[src/rtl/ofp_popcnt.sv]
// Registered binary adder tree that counts the set bits of a vector.
// One tree level per register stage. No dependencies.
module ofp_popcnt #(
    parameter int N = 256
) (
    input  logic                     i_clk,
    input  logic [N-1:0]             i_bits,
    output logic [$clog2(N+1)-1:0]   o_count
);

    localparam int LVL = $clog2(N);
    localparam int P   = 1 << LVL;
    localparam int CW  = $clog2(N + 1);

    logic [P-1:0]  w_leaf;
    logic [CW-1:0] r_node [1:P-1];

    // pad up to a power of two with zeros
    assign w_leaf = P'(i_bits);

    // heap layout: node k sums nodes 2k and 2k+1, leaves sit at P..2P-1
    for (genvar k = 1; k < P; k++) begin : g_node
        if (2 * k >= P) begin : g_leaf
            always_ff @(posedge i_clk) begin
                r_node[k] <= CW'(w_leaf[2*k-P]) + CW'(w_leaf[2*k+1-P]);
            end
        end else begin : g_inner
            always_ff @(posedge i_clk) begin
                r_node[k] <= r_node[2*k] + r_node[2*k+1];
            end
        end
    end

    assign o_count = r_node[1];

endmodule

[config.mk]
export PLATFORM = sky130hd
export DESIGN_NAME = ofp_popcnt
export DESIGN_NICKNAME = d
export VERILOG_FILES = /design/src/rtl/ofp_popcnt.sv
export SDC_FILE = /design/constraint.sdc
export NUM_CORES = 1
export LEC_CHECK = 0
export ABC_CLOCK_PERIOD_IN_PS = 2350
export BUFFER_PORTS_ARGS = -buffer_cell sky130_fd_sc_hd__clkbuf_2
export CAP_MARGIN = 10
export CORE_ASPECT_RATIO = 0.5
export CORE_MARGIN = 2
export CORE_UTILIZATION = 59
export CTS_BUF_LIST = sky130_fd_sc_hd__clkbuf_16
export CTS_CLUSTER_SIZE = 20
export DETAILED_ROUTE_END_ITERATION = 6
export PLACE_DENSITY_LB_ADDON = 0.12
export SYNTH_ARGS = -nofsm -noshare
export SYNTH_HDL_FRONTEND = slang
export SYNTH_SLANG_ARGS = --single-unit
[constraint.sdc]
create_clock -name i_clk -period 2.35 [get_ports i_clk]
set_input_delay 0.235 -clock i_clk [delete_from_list [all_inputs] [get_ports i_clk]]
set_output_delay 0.235 -clock i_clk [all_outputs]
set_load 0.1 [all_outputs]
==> summary.md <==
| Metric | Value |
|---|---|
| Vias in the first global route | `17400` |
| Nets | `3781` |
| Port bufs | `265` |
| GRT Resource Usage Total | `19.8%` |
| Syn nets | `3078` |
| H-tree depth | `2` |
| Clock latency on the worst-skew pair | `0.60 ns` |
| Avg WL per Cell | `13.0 um` |
| Unrepaired setup endpoints after global routing | `no` |
| Residual DRC | `0` |
| Max IR drop VDD | `0.699 mV` |
| Syn. warnings | `0` |
| Final setup violation count | `0` |
| Tot Pwr | `0.0409 W` |
| Layout cells sized above 1 | `11.7%` |
| Post-detail-place hpwl | `28900 um` |
| Synth cell types | `24` |
| Initial antenna violation count | `3` |
| DRT Pass-1 Iters | `4` |
| Initial Util | `59.9%` |
| Final core utilization | `76.6%` |
| Postcts setup bufs | `0` |
| Gate Count Post-Synth | `2256` |
| Synth Register Bits | `757` |
| Cell area after synthesis | `28100 um^2` |
| Drt first-iter violations | `395` |
| Largest Register | `r_node` |
| Commonest non-fill, non-tap cells in the layout | `dfxtp_1, inv_1, ha_1` |
| Regs by FF count | `r_node: 757 flops` |
| Largest net degree at the start of global routing | `18` |
| Clock buffer count from CTS | `61` |
| Congestion Overflow GR | `0` |
| Worst EP arrival | `2.35 ns` |
| CP required | `2.82 ns` |
| Core area | `46900 um^2` |
| Max reg flops | `757` |
| Reg clk slew, reported paths | `0.07 ns` |
| Status | `finished clean` |
| CP Launch Type | `flop` |
| Io pins | `266` |
| Post-cts sizing count | `0` |
| Fin Clk Skew | `0.0127 ns` |
| Total negative slack | `0 ns` |
| Vias/cell | `4.47` |
| CTS Hold Bufs | `384` |
| First-pass GRT wire length | `78400 um` |
| Die area | `49400 um^2` |
| Antenna Nets Post-Route | `0` |
| Pleak | `18.5 nW` |
| DRT Wirelength | `47300 um` |
| Max-slew violations | `0` |
| Crit Path Max Fanout | `2` |
| Achievable frequency | `534 MHz` |
| Simple-gate share of the synthesized area | `1.20%` |
| Commonest non-fill, non-tap cell in the layout | `dfxtp_1` |
| Final GP Congestion | `0.774` |
| Max-Cap Viols | `0` |
| Crit end category | `flop` |
| Fraction of synthesized cell area in xor and xnor cells | `3.74%` |
| Die height | `158 um` |
| Hold Violations, Final | `0` |
| CTS sink cnt | `757` |
| Kind of critical path | `reg -> reg` |
| CTS tree | `built` |
| Synth Area in Compound Gates | `5.13%` |
| Crit share post-route | `79.7%` |
| Average instance area after synthesis | `12.4 um^2` |
| FP Rows | `56` |
| Mux contribution to synthesized area | `0%` |
| Clock Tree Buf Depth | `3` |
| Hold Crit Class | `in -> reg` |
| Actual slew at the worst max-slew pin | `0.586 ns` |
| Synth-to-Final Area Change | `27.9%` |
| Main combinational cell family by area after synthesis | `adder cells` |
| Post-synthesis adder-cell area fraction | `28.6%` |
| Sequential fraction of the synthesis area | `54.0%` |
| Die X | `312 um` |
| Post-layout min period | `1.87 ns` |
| Slew headroom | `61.1%` |
| PD cells | `1140 nW/um^2` |
| Root buffer cell | `clkbuf_16` |
| Via count of the routed design | `16300` |
[cells in the mapped netlist]
library cell  number  area (um^2)
buf_4              9         67.6
a21o_1           121          908
ha_1             438         5480
nor2b_1           22          138
or3_1              1         6.26
nand3b_1           1         7.51
xor2_1            14          123
o22ai_1            1         6.26
o21ai_0           22          110
nor4_1             1         6.26
a21oi_2            4         35.0
a21oi_1           52          260
inv_1            531         1990
nand2_1            4         15.0
dfxtp_1          757        15200
o21bai_1           8         60.1
a21boi_0           1         7.51
fa_1             127         2540
o21a_1             3         22.5
a211oi_2           2         25.0
nand2b_1          21          131
nor2_1             9         33.8
o21ai_1            1         5.00
xnor2_1          106          928
[power breakdown]
| group | total (W) | switching (W) | leakage (nW) | internal, W |
|---|---|---|---|---|
| sequential | 0.0179 | 0.00146 | 6.34 | 0.0164 |
| clock | 0.00988 | 0.00450 | 0.968 | 0.00539 |
| combinational | 0.0131 | 0.00659 | 11.2 | 0.00655 |
| total | 0.0409 | 0.0126 | 18.5 | 0.0284 |
[critical path, stage by stage (launching register included)]
cell and delay [ns]:
dfxtp_1 0.30, ha_1 0.22, fa_1 0.42, a21o_1 0.18
a21oi_1 0.23, o21ai_1 0.13, nor4_1 0.20, a21oi_1 0.06
[cell type report]
| cell class | count | area, um^2 |
|---|---|---|
| fillers | 2911 | 11000 |
| inverters | 531 | 1990 |
| clock inverters | 51 | 357 |
| clock buffers | 63 | 1580 |
| well taps | 638 | 798 |
| flip-flops and latches | 757 | 15200 |
| diodes | 1 | 2.50 |
| repair buffers | 649 | 5170 |
| multi-input cells | 959 | 10900 |
[routing by layer]
layer | global-route usage (%) | routed length, um | part of all wire, % | up-vias
met5 | 0 | 0 | 0 | -
met2 | 38.1 | 25000 | 53 | 210
met3 | 3.50 | 1610 | 3.4 | 88
met4 | 5.68 | 1010 | 2.1 | 0
li1 | - | - | - | 8393
met1 | 22.7 | 19700 | 42 | 7619
[kinds of logic after synthesis]
kind of cell / Yosys count
buf+inv: 540
compound gates: 215
flops: 757
simple gates: 59
xor+xnor: 120
fa+ha+maj: 565
[metrics by stage]
stage               area, um^2  worst slack (ns)  cells  hold WS [ns]
floorplan                28100             0.680   2256         0.355
global placement         30100             0.564   3150         0.431
detailed placement       30100             0.528   3150         0.430
CTS                      35900             0.471   3648         0.344
global route             35900             0.439   3649         0.368
finish                   35900             0.478   3649         0.392
[final timing paths]
kind	cells after the start	slack, ns	from	endpoint
worst max-delay path	7	0.48	r_node[0][18]$_DFF_P_	r_node[0][17]$_DFF_P_
worst max register to register	7	0.48	r_node[0][18]$_DFF_P_	r_node[0][17]$_DFF_P_
worst min register to register	1	0.44	r_node[1][189]$_DFF_P_	r_node[0][666]$_DFF_P_
worst min-delay path	3	0.39	i_bits[23]	r_node[1][100]$_DFF_P_
No activity file was read; power rests on OpenSTA's default activity.
