<file path="config.mk">
export PLATFORM = sky130hd
export DESIGN_NAME = ofp_cell
export DESIGN_NICKNAME = d
export VERILOG_FILES = /design/src/rtl/ofp_pkg.sv /design/src/rtl/ofp_cell.sv
export SDC_FILE = /design/constraint.sdc
export NUM_CORES = 1
export LEC_CHECK = 0
export BUFFER_PORTS_ARGS = -buffer_cell sky130_fd_sc_hd__buf_4
export CORE_ASPECT_RATIO = 0.9
export CORE_MARGIN = 1
export CORE_UTILIZATION = 40
export DETAILED_ROUTE_END_ITERATION = 12
export PLACE_DENSITY = 0.72
export SYNTH_ARGS = -nofsm -noshare
export SYNTH_HDL_FRONTEND = slang
export SYNTH_SLANG_ARGS = --single-unit
</file>
<file path="constraint.sdc">
create_clock -name i_clk -period 5.9 [get_ports i_clk]
set_clock_uncertainty 0.05 [all_clocks]
set_input_delay 0.59 -clock i_clk [delete_from_list [all_inputs] [get_ports i_clk]]
set_output_delay 0.59 -clock i_clk [all_outputs]
set_load 0.02 [all_outputs]
</file>
<file path="src/rtl/ofp_pkg.sv">
// Package for the online Pareto frontier block.
// Holds the controller state type, the cell control bundle and fixed field widths.
// No dependencies.
package ofp_pkg;

    localparam int IN_COORD_W = 32;
    localparam int SIZE_W     = 9;

    typedef enum logic [2:0] {
        S_IDLE,
        S_CMP,
        S_DOM,
        S_UPD,
        S_SUM
    } t_state;

    typedef struct packed {
        logic clear;
        logic cmp;
        logic upd;
        logic keep;
    } t_cell_ctl;

endpackage

</file>
<file path="src/rtl/ofp_cell.sv">
// One storage cell of the frontier chain: holds a point and its valid bit.
// Passes the dominance chain and the free-slot token to its right neighbor.
// Depends on ofp_pkg.
module ofp_cell #(
    parameter int COORD_BITS = 32
) (
    input  logic                         i_clk,
    input  logic                         i_rst_n,
    input  ofp_pkg::t_cell_ctl           i_ctl,
    input  logic signed [COORD_BITS-1:0] i_nx,
    input  logic signed [COORD_BITS-1:0] i_ny,
    input  logic                         i_dom,
    output logic                         o_dom,
    input  logic                         i_tok,
    output logic                         o_tok,
    output logic                         o_valid
);

    logic                         r_valid;
    logic                         r_dom;
    logic                         r_kill;
    logic signed [COORD_BITS-1:0] r_x;
    logic signed [COORD_BITS-1:0] r_y;

    logic w_dom_new;
    logic w_kill_new;
    logic w_free;
    logic w_take;

    always_comb begin
        // stored point dominates the new one
        w_dom_new  = r_valid && (r_x <= i_nx) && (r_y <= i_ny) && ((r_x < i_nx) || (r_y < i_ny));
        // new point dominates the stored one
        w_kill_new = r_valid && (i_nx <= r_x) && (i_ny <= r_y) && ((i_nx < r_x) || (i_ny < r_y));
        w_free     = !r_valid || r_kill;
        w_take     = i_tok && w_free;
    end

    assign o_dom   = i_dom || r_dom;
    assign o_tok   = i_tok && !w_free;
    assign o_valid = r_valid;

    always_ff @(posedge i_clk) begin
        if (!i_rst_n) begin
            r_valid <= 1'b0;
            r_dom   <= 1'b0;
            r_kill  <= 1'b0;
        end else begin
            if (i_ctl.clear) begin
                r_valid <= 1'b0;
            end else if (i_ctl.upd && i_ctl.keep) begin
                if (w_take) begin
                    r_valid <= 1'b1;
                end else if (r_kill) begin
                    r_valid <= 1'b0;
                end
            end
            if (i_ctl.cmp) begin
                r_dom  <= w_dom_new;
                r_kill <= w_kill_new;
            end
        end
    end

    always_ff @(posedge i_clk) begin
        if (i_ctl.upd && i_ctl.keep && w_take) begin
            r_x <= i_nx;
            r_y <= i_ny;
        end
    end

endmodule

</file>
==> results.txt, run 1 <==
Entering global routing, the biggest net connects 34 pins. TritonCTS built the clock tree. The switching share of total power works out to 0.225. The total of flip-flops plus latches after synthesis is 67, and the count of H-tree levels built during CTS is 3.

No sink is reached through more buffers than the 2 on the longest clock path. The critical path data required time is 6.10 ns, and the number of ports placed on the die boundary is 75. The tools report the number of placement rows as 33. Setup total negative slack on the finished layout was measured at 0 ns. The total DRC errors in the routed layout was 0. The path type of the worst min-delay path is in -> reg. Traced cell by cell, the critical path runs through buf_4 -> ha_1 -> a21oi_1 -> nand2_1 -> a221o_2 -> o31a_1 -> nor3_2 -> mux2_4 -> o31ai_2. Placed wire-length estimate: 5330 um.

The fraction of final layout cells sized beyond drive strength 1 was 0.232; the stage delay of the slowest cell on the critical path was 0.40 ns. The total clock buffers created by CTS came out at 9. Yosys instantiated no cell more often than inv_1. After floorplanning, the core was sized to cover 9080 um2. In this run the post-CTS setup repair buffer count came out at 0. The kind of critical path was in -> reg.

Design internal power: 0.788 mW. In this run, the number of DRC markers left after iteration 0 of detailed routing was 55. Before antenna repair, the detailed router went through 4 iterations.

The flow ran to the end, and the final reports show no timing, DRC or antenna violations. Endpoint arrival time on the critical path: 2.66 ns. The final hold violation count is 0, and the insertion delay of the later-clocked pin in the worst-skew pair is 0.33 ns. In this run the cell area of the synthesized design comes to 3740 um2.

Setup violations remaining at the end of the flow were counted as 0. For this run, the leading register cell type out of synthesis is edfxtp_1. The critical-path maximum fanout is 3, and the vertical die dimension is 93.7 um. The starting density of the core was 0.412. After detailed routing, the average wire length per cell comes to 13.0 um. CTS placed an instance of clkbuf_8 at the clock tree root.

The initial antenna violation count is 0. The tools report the total grt overflow as 0. After clock tree synthesis, the clock-pin slew on the worst setup and hold paths is 0.07 ns. STA classifies the critical path endpoint as a flop. The die covers 9740 um2. The measured slew at the worst slew-check pin works out to 1.03 ns. The worst ir drop on vdd is 0.154 mV, and the number of enable flip-flop cells after synthesis is 64.

Relative to the synthesized area, the layout overhead comes to 24.0%. The total of buffers placed on input and output ports was 74. For this block, the via count after detailed routing is 2497.

Area fraction of the dominant cell type after synthesis: 0.514. The tools report the highest achievable clock rate as 407 MHz. For the finished layout, the period the worst path requires is 2.46 ns.

The tool flagged a number of max-cap violations equal to 0. The clock sink count was 67. The weighted congestion reported at the end of routability-driven placement was 0.789. The analysis attributes to net switching a power of 0.228 mW. Via density per instance: 4.73. The sequential element share of the synthesized area came out at 0.530.

For the relative slew slack, the log shows 0.309. The slowest cell on the critical path was a221o_2. Synthesis produced 317 cells.

The mean instance size in the synthesized netlist was 11.8 um2. The most area-hungry cell type in the Yosys netlist was edfxtp_1. The total track usage was 0.152; the share of power burned in registers was 0.531. Count of antenna-violating nets left after detailed routing: 0. Counting instances in the post-synthesis netlist gives the leading cell types as 69 x inv_1, 64 x edfxtp_1, 64 x ha_1. The worst setup path is launched from an input pin. The run gives 0 as the quantity of hold-fixing buffers added after cts. Setup repair after global routing left no endpoint under its margin.

The analysis attributes to cell leakage a power of 2.14 nW. Summed over all layers, the routed wires come to 6840 um. The combinational cell fraction of total power came out at 0.126. For this run, the post-layout net count is 539. Synthesis instantiated 37 different standard cells from the library.

The antenna cell count is 0, and the wire length of the first global-routing pass is 11400 um. Measured along the x axis, the die boundary spans 104 um. The via count of the first global-routing pass is 2541. For this design the ratio of total power to cell area is 219 nW/um2.

The max-slew violation total from the final report is 0. Ranked by total cell area, the synthesized netlist is headed by edfxtp_1 51%, ha_1 21%, inv_1 6.9%, a21oi_1 3.6%, nand4_1 1.7%. When the netlist entered floorplanning its net count stood at 453. Gates resized during post-CTS repair numbered 0. The part of the total power dissipated in the clock network is 0.342, and the share of synthesized flip-flops with an asynchronous set or reset is 0. The final critical-path share of the clock period is 0.416, and the worst hold slack is 0.389 ns. For this run, the number of Yosys warnings is 0.
-- layer usage --
| layer | up-vias | share of wire | GRT usage |
|---|---|---|---|
| li1 | 1317 | - | - |
| met1 | 1113 | 0.47 | 0.188 |
| met2 | 58 | 0.47 | 0.250 |
| met3 | 9 | 0.047 | 0.0569 |
| met4 | 0 | 0.015 | 0.0429 |
| met5 | - | 0 | 0 |
-- critical path, delay by kind of cell --
family,cells,cell delay (ns)
AO/OA/AOI/OAI,4,1.04
adder cells (fa/ha/maj),1,0.31
buffers and inverters,1,0.12
multiplexers,1,0.33
AND/OR/NAND/NOR,2,0.26
-- placed cells by master, fill, tap and decap left out, types with 2 or more instances in the layout --
master    instances
o211ai_1          2
nand2_1          16
nor2b_1           4
dfxtp_1           3
ha_1             64
a32oi_1           2
o21ai_0           9
clkinv_1          3
nor4_1            3
inv_1            69
a21o_1            2
and3_1            2
a221o_1           2
nor3b_1           2
and4_1            2
clkbuf_8          9
edfxtp_1         64
nand3_1           9
buf_4            75
o31a_1            2
nor2_1            6
a21oi_1          26
nand4_1          10
-- cell families (layout without fill, tap and decap cells) --
group,count (synthesis),in the layout,synth area share
simple gates,62,62,0.0910
flops,67,67,0.530
compound gates,53,53,0.0887
mux,2,2,0.00669
fa+ha+maj,64,64,0.214
buf+inv,69,158,0.0693
-- state kept, by name, summed over array words and instances, names as in the netlist --
register / cells
r_x: 32
r_y: 32
o_valid: 1
r_dom: 1
r_kill: 1
-- worst paths after layout --
kind	startpoint	end	depth (start not counted)	slack, ns
setup / recovery	i_ny[14]	r_kill	9	3.44
hold / removal	i_nx[17]	r_x[17]	1	0.39
setup reg to reg	r_y[7]	r_kill	9	3.46
hold reg to reg	r_dom	r_dom	1	0.48
-- stage by stage --
stage	util	setup WS, ns	instances	area, um2	power [mW]
after floorplan	-	1.54	317	3740	0.616
after global placement	0.492	3.08	514	4470	0.674
after detailed placement	0.492	3.07	514	4470	0.680
after CTS	0.510	3.41	528	4640	1.03
after global routing	0.510	3.18	528	4640	1.07
final	0.510	3.44	528	4640	1.02
-- cell type report --
cell class / instances / area (um2)
clock buffers: 9 / 124
flip-flops and latches: 67 / 1980
fillers: 815 / 4450
clock inverters: 5 / 46.3
repair buffers: 75 / 563
multi-input cells: 181 / 1510
well taps: 122 / 153
inverters: 69 / 259
-- power by group through the flow --
stage | sequential, mW | clock, mW | combinational (mW)
floorplan | 0.551 | 0 | 0.0648
global placement | 0.550 | 0 | 0.124
detailed placement | 0.550 | 0 | 0.130
CTS | 0.540 | 0.364 | 0.131
global route | 0.541 | 0.380 | 0.148
finish | 0.540 | 0.348 | 0.128
Note: power is estimated with default switching activity, not from simulation.
==> run 2: changes to the inputs <==
clock period = 2.39 ns   (was 5.9 ns; I/O delays follow)
==> run 2 against run 1 <==
Die area unchanged. Cell count grew 2.7%. Worst setup slack lost 3.5 ns. Largest power group unchanged. Sequential share of layout area decreased by 1.7 points. Non-clock buffer count increased by 12. The flow now finishes with violations (setup timing).
==> results.txt, run 2 (synthesis gave the netlist of run 1 again) <==
The run finished, with violations left. The checks that failed: setup timing. For the max-slew violation total from the final report, the log shows 0. The relative slew slack was 0.758. The area of the die came out at 9740 um2.

The run gives -0.0151 ns as the post-route worst setup slack. The number of setup violations in the final report came out at 1. The congestion estimate from routability-driven global placement came to 0.754. The count of vias placed by the detailed router is 2668, and the clock sink count is 67. The first global-routing pass estimated 12200 um of wire. For the finished layout, the period the worst path requires is 2.41 ns. The internal power of the cells totals 1.87 mW. The detail route stage leaves a number of antenna-violating nets equal to 0. The tools report the maximum clock insertion buffer count as 2. The library cells used most frequently in the layout, excluding fill and tap cells, are 86 x buf_4, 65 x inv_1, 64 x edfxtp_1, 59 x ha_1, 23 x a21oi_1. TritonCTS built the clock tree. The placed wire-length estimate is 5430 um, and the horizontal die dimension is 104 um. Setup repair after global routing could not meet its margin everywhere. Highest achievable clock rate: 416 MHz. Summed over all failing endpoints, the final setup total negative slack is -0.0151 ns.

VDD sags by at most 0.373 mV. For the worst setup path, the data arrival time is 2.65 ns. The switching share of total power was 0.242; the number of placement rows was 33. The stage delay of the slowest cell on the critical path came out at 0.40 ns. Traced cell by cell, the critical path runs through inv_2 -> ha_4 -> nand4_1 -> nor2_1 -> a221o_2 -> o31a_1 -> nor3_2 -> buf_4 -> mux2i_2 -> a32o_1. Maximum number of pins on one net before global-route repair: 65. In the final layout, the registers with the most flip-flops are r_x x32, r_y x32. In the final routed layout, each cell accounts on average for 13.6 um. The library cell used most frequently in the layout, excluding fill and tap cells, is buf_4. The CTS clock-pin slew for the worst setup and hold paths works out to 0.08 ns. The total of max-cap violations was 0; the vertical die dimension was 93.7 um. The part of the total power dissipated in the clock network is 0.320. The tightest min-delay check is of the in -> reg type. For the pin with the worst max-slew slack, the measured transition is 0.363 ns. The worst setup slack after placement is -0.106 ns, and the static power due to leakage is 2.19 nW.

After the last flow step, the layout net total stands at 551. The total grt overflow was 0. The via density per instance is 4.92. The worst setup path is of the reg -> reg kind. The run gives 0.539 as the share of power burned in registers. The startpoint of the worst-slack reg-to-reg timing path is r_y[14]. The count of TritonRoute iterations in the first routing pass came out at 4. The routed design has 7350 um of wire.

The critical path data required time was 2.64 ns. The slowest cell on the critical path is edfxtp_1. The fraction of final layout cells sized beyond drive strength 1 works out to 0.295.

The tools report the root buffer selected by CTS as clkbuf_8. For the via count of the first global-routing pass, the log shows 2829. Critical-path maximum fanout: 3. The total of buffers placed on input and output ports was 74; the area growth from synthesis to layout was 29.0%. The logs give 9080 um2 for the area of the placeable core and 63 for the violation count after the first detailed-routing iteration. At the later pin of the worst-skew pair, clock insertion delay measures 0.35 ns.

For the starting density of the core, the log shows 0.412. The net switching power is 0.599 mW. The power per unit of standard cell area is 513 nW/um2, and the initial antenna violation count is 0. The total DRC errors in the routed layout came out at 0. The final critical-path share of the clock period was 1.01. Launching element of the worst setup path: r_y[14]. The H-tree was split into 3 levels. The worst setup path is captured at a flop.

The tools report the total clock buffers created by CTS as 9. The run gives 0.142 as the combinational cell fraction of total power. The worst hold path begins at i_ny[21]. The final hold violation count was 0; the total track usage was 0.162. The worst setup path is launched from a flop. Overall power consumption after layout is estimated at 2.47 mW. In this run the count of I/O pins placed on the die edge is 75. The number of antenna diodes in the final layout is 0.
-- run 2: worst max-delay path: cells and delay by family (launching register included) --
kind            cells  cell delay [ns]
compound gates      3             0.83
fa+ha+maj           1             0.20
buf+inv             2             0.24
flops               1             0.40
mux                 1             0.21
simple gates        3             0.42
-- run 2: power groups by stage --
stage	Combinational [mW]	Sequential (mW)	Clock [mW]
after global routing	0.400	1.33	0.862
after global placement	0.319	1.36	0
final	0.350	1.33	0.791
after floorplan	0.161	1.36	0
after CTS	0.345	1.33	0.823
after detailed placement	0.331	1.36	0
-- run 2: area by class of cell --
class,count,area [um2]
Clock inverter,4,17.5
Clock buffer,12,135
Timing Repair Buffer,87,666
Sequential cell,67,1980
Inverter,69,259
Fill cell,836,4260
Tap cell,122,153
Multi-Input combinational cell,181,1610
-- run 2: repair_timing --
action                     in CTS  in global routing
setup buffers                   2                  1
pin swaps                       6                  8
hold buffers                    0                  0
resized for setup               8                 11
setup endpoints to repair       2                  2
-- run 2: routing by layer --
layer  track usage  vias to the layer above  part of all wire
li1              -                     1344                 -
met1         0.187                     1231              0.44
met2         0.277                       76              0.48
met3        0.0569                       17             0.058
met4        0.0619                        0             0.021
met5             0                        -                 0
-- run 2: worst paths after layout --
kind	endpoint	slack, ns	cells after the start
worst max-delay path	r_dom	-0.02	10
worst min-delay path	r_y[21]	0.02	1
worst max register to register	r_dom	-0.02	10
worst min register to register	r_kill	0.47	2
-- run 2: per-stage QoR --
step / util / hold slack, ns / instances / area, um2
floorplan: - / 0.288 / 317 / 3750
global placement: 0.500 / 0.379 / 523 / 4550
detailed placement: 0.500 / 0.380 / 523 / 4550
CTS: 0.525 / 0.00112 / 541 / 4770
global route: 0.531 / 0.00326 / 542 / 4820
finish: 0.531 / 0.0202 / 542 / 4820
==> run 3: changes to the inputs <==
CTS_BUF_LIST = sky130_fd_sc_hd__clkbuf_2   (was not set)
==> run 3 against run 2 <==
The run still ends with setup timing left. Wire length is 8.0% higher. Sequential cell count stayed put. Power is 6.8% lower. Highest routed layer unchanged. Combinational power is 26% higher. Critical path type unchanged.
==> results.txt, run 3 (synthesis gave the netlist of run 1 again) <==
The largest registers in the layout are r_x x32, r_y x32. The most frequent standard cell in the layout excluding fill and tap cells was buf_4. The core region is 9080 um2. Setup repair after global routing could not meet its margin everywhere. For the count of vias placed by the detailed router, the log shows 2886. In the layout the commonest cells are 86 x buf_4, 69 x dlygate4sd3_1, 66 x inv_1, 64 x edfxtp_1, 59 x ha_1.

The horizontal die dimension came out at 104 um. The first TritonRoute pass finished after 4 iterations. The fraction of final layout cells sized beyond drive strength 1 came out at 0.258.

TritonCTS built the clock tree. The detailed route wirelength on metal3 came out at 344 um. The kind of critical path was reg -> reg. In this run the static leakage power is 2.46 nW. The combinational cell fraction of total power came out at 0.191. The tool flagged a number of max-cap violations equal to 0. The endpoint arrival time on the critical path is 2.82 ns. After detailed routing, the met2 layer carries 4000 um of wire.

The tree is rooted in a clkbuf_2. For the number of setup violations in the final report, the log shows 1. The detailed router put a total of 3460 um of wire on met1. The run gives 7940 um as the total wire length after detailed routing. The clock period minus worst slack is 2.39 ns.

The switching share of total power works out to 0.254. The top routing layer in use is met4. The relative slew slack was 0.763. The cell depth of the worst min-delay path is 4. The area of the die is 9740 um2, and the final critical-path share of the clock period is 1.00. The via count of the first global-routing pass was 3107. The post-route worst setup slack was -0.00134 ns; the post-route cell area was 5440 um2. For the worst flop-to-flop path, the logic depth is 10. Timing analysis after detailed placement gives a worst setup slack of -0.106 ns. Traced cell by cell, the critical path runs through inv_2 -> ha_4 -> nand4_1 -> nor2_1 -> a221o_2 -> o31a_1 -> nor3_2 -> buf_4 -> mux2i_2 -> a32o_1. Maximum clock insertion buffer count: 2. Path type of the worst min-delay path: in -> reg. For this run, the top clock speed supported by timing is 418 MHz. The logs give 0 for the antenna cell count and 0.587 mW for the net switching power. The logs give 0.231 for the part of the total power dissipated in the clock network and 0 for the total grt overflow.

The total track usage is 0.178. The total clock buffers created by CTS is 9, and the total of buffers placed on input and output ports is 74. After detailed routing, the number of vias per cell comes to 4.72. The worst ir drop on vdd came out at 0.329 mV.

At the later pin of the worst-skew pair, clock insertion delay measures 0.52 ns. The flow ran to the end, but the final reports show violations. Data on the critical path is required at its endpoint by 2.82 ns. Vertical die dimension: 93.7 um. From synthesis to final layout, the design area changed by 45.4%. At the pin with the least slew margin, the transition time is 0.356 ns.

The clock sink count was 67; the per-cell routed wire length was 13.0 um. The final hold violation count was 0. Clock-pin slew was measured on the worst setup and hold paths at 0.19 ns.

For the share of power burned in registers, the log shows 0.578. The stage delay of the slowest cell on the critical path was 0.42 ns. The power per unit of standard cell area was 424 nW/um2; the weighted congestion reported at the end of routability-driven placement was 0.754. The internal portion of the total power is 1.72 mW. The detailed router finished its first iteration with 70 violations. After detailed routing, the number of remaining DRC violations is 0.

Summing all placed instances gives a cell area of 4550 um2. Of all nets on the critical path, the largest fanout is 3. Wire length of the first global-routing pass: 13400 um.

The run gives 33 as the number of placement rows. The slowest cell on the critical path was edfxtp_1. The max-slew violation total from the final report came out at 0.

The logs give 5430 um for the placed wire-length estimate and 0 for the count of antenna-violating nets left after detailed routing. The worst setup path is launched from a flop. Kind of capture point of the worst setup path: a flop.

For this design the top-level I/O count stands at 75. The initial antenna violation count was 0. The checks that failed: setup timing. The H-tree was split into 3 levels. Entering global routing, the biggest net connects 65 pins. The final layout contains 620 nets. The tools report the starting density of the core as 0.412.
-- run 3: changes by cell type in the layout (fill, tap and decap cells not counted) --
cell           change
inv_2              -1
clkbuf_2          +12
clkbuf_1           -3
inv_1              +1
dlygate4sd3_1     +69
clkbuf_8           -9
-- run 3: power by group through the flow --
stage,sequential (mW),combinational [mW],clock [mW]
after floorplan,1.36,0.161,0
after global placement,1.36,0.319,0
after detailed placement,1.36,0.331,0
after CTS,1.33,0.434,0.572
after global routing,1.34,0.496,0.606
final,1.33,0.440,0.533
-- run 3: cell type report --
type / count / area, um2
Fill cell: 757 / 3650
Inverter: 69 / 259
Sequential cell: 67 / 1980
Clock inverter: 4 / 17.5
Timing Repair Buffer: 156 / 1360
Clock buffer: 12 / 60.1
Multi-Input combinational cell: 181 / 1610
Tap cell: 122 / 153
-- run 3: timing repair --
action,CTS,global route
endpoints found under the hold margin,67,0
hold buffers,69,0
pin swaps,7,8
gates resized for setup,10,8
endpoints found under the setup margin,2,2
setup buffers,2,1
-- run 3: metrics by stage --
step	total power [mW]	hold slack [ns]	utilization	instances	TNS, ns
detailed placement	1.69	0.380	0.500	523	-0.131
global route	2.44	0.0546	0.599	611	-0.148
finish	2.31	0.0903	0.599	611	-0.00134
CTS	2.34	0.0433	0.593	610	0
global placement	1.68	0.379	0.500	523	-0.0539
floorplan	1.52	0.288	-	317	0
-- run 3: critical path, delay by kind of cell, from the launching register on --
family,cells,cell delay (ns)
compound gates,3,0.82
fa+ha+maj,1,0.20
buf+inv,2,0.23
flops,1,0.42
mux,1,0.21
simple gates,3,0.42
-- run 3: path summary, 6_finish.rpt --
| path | start | to | slack, ns |
|---|---|---|---|
| min | i_rst_n | r_kill | 0.09 |
| min reg2reg | r_kill | r_kill | 0.50 |
| max | r_y[14] | r_dom | -0.001 |
| max reg2reg | r_y[14] | r_dom | -0.001 |
-- run 3: routing by layer --
layer / vias up / global-route usage
met2: 64 / 0.320
met5: - / 0
met4: 0 / 0.0643
li1: 1480 / -
met1: 1329 / 0.204
met3: 13 / 0.0499
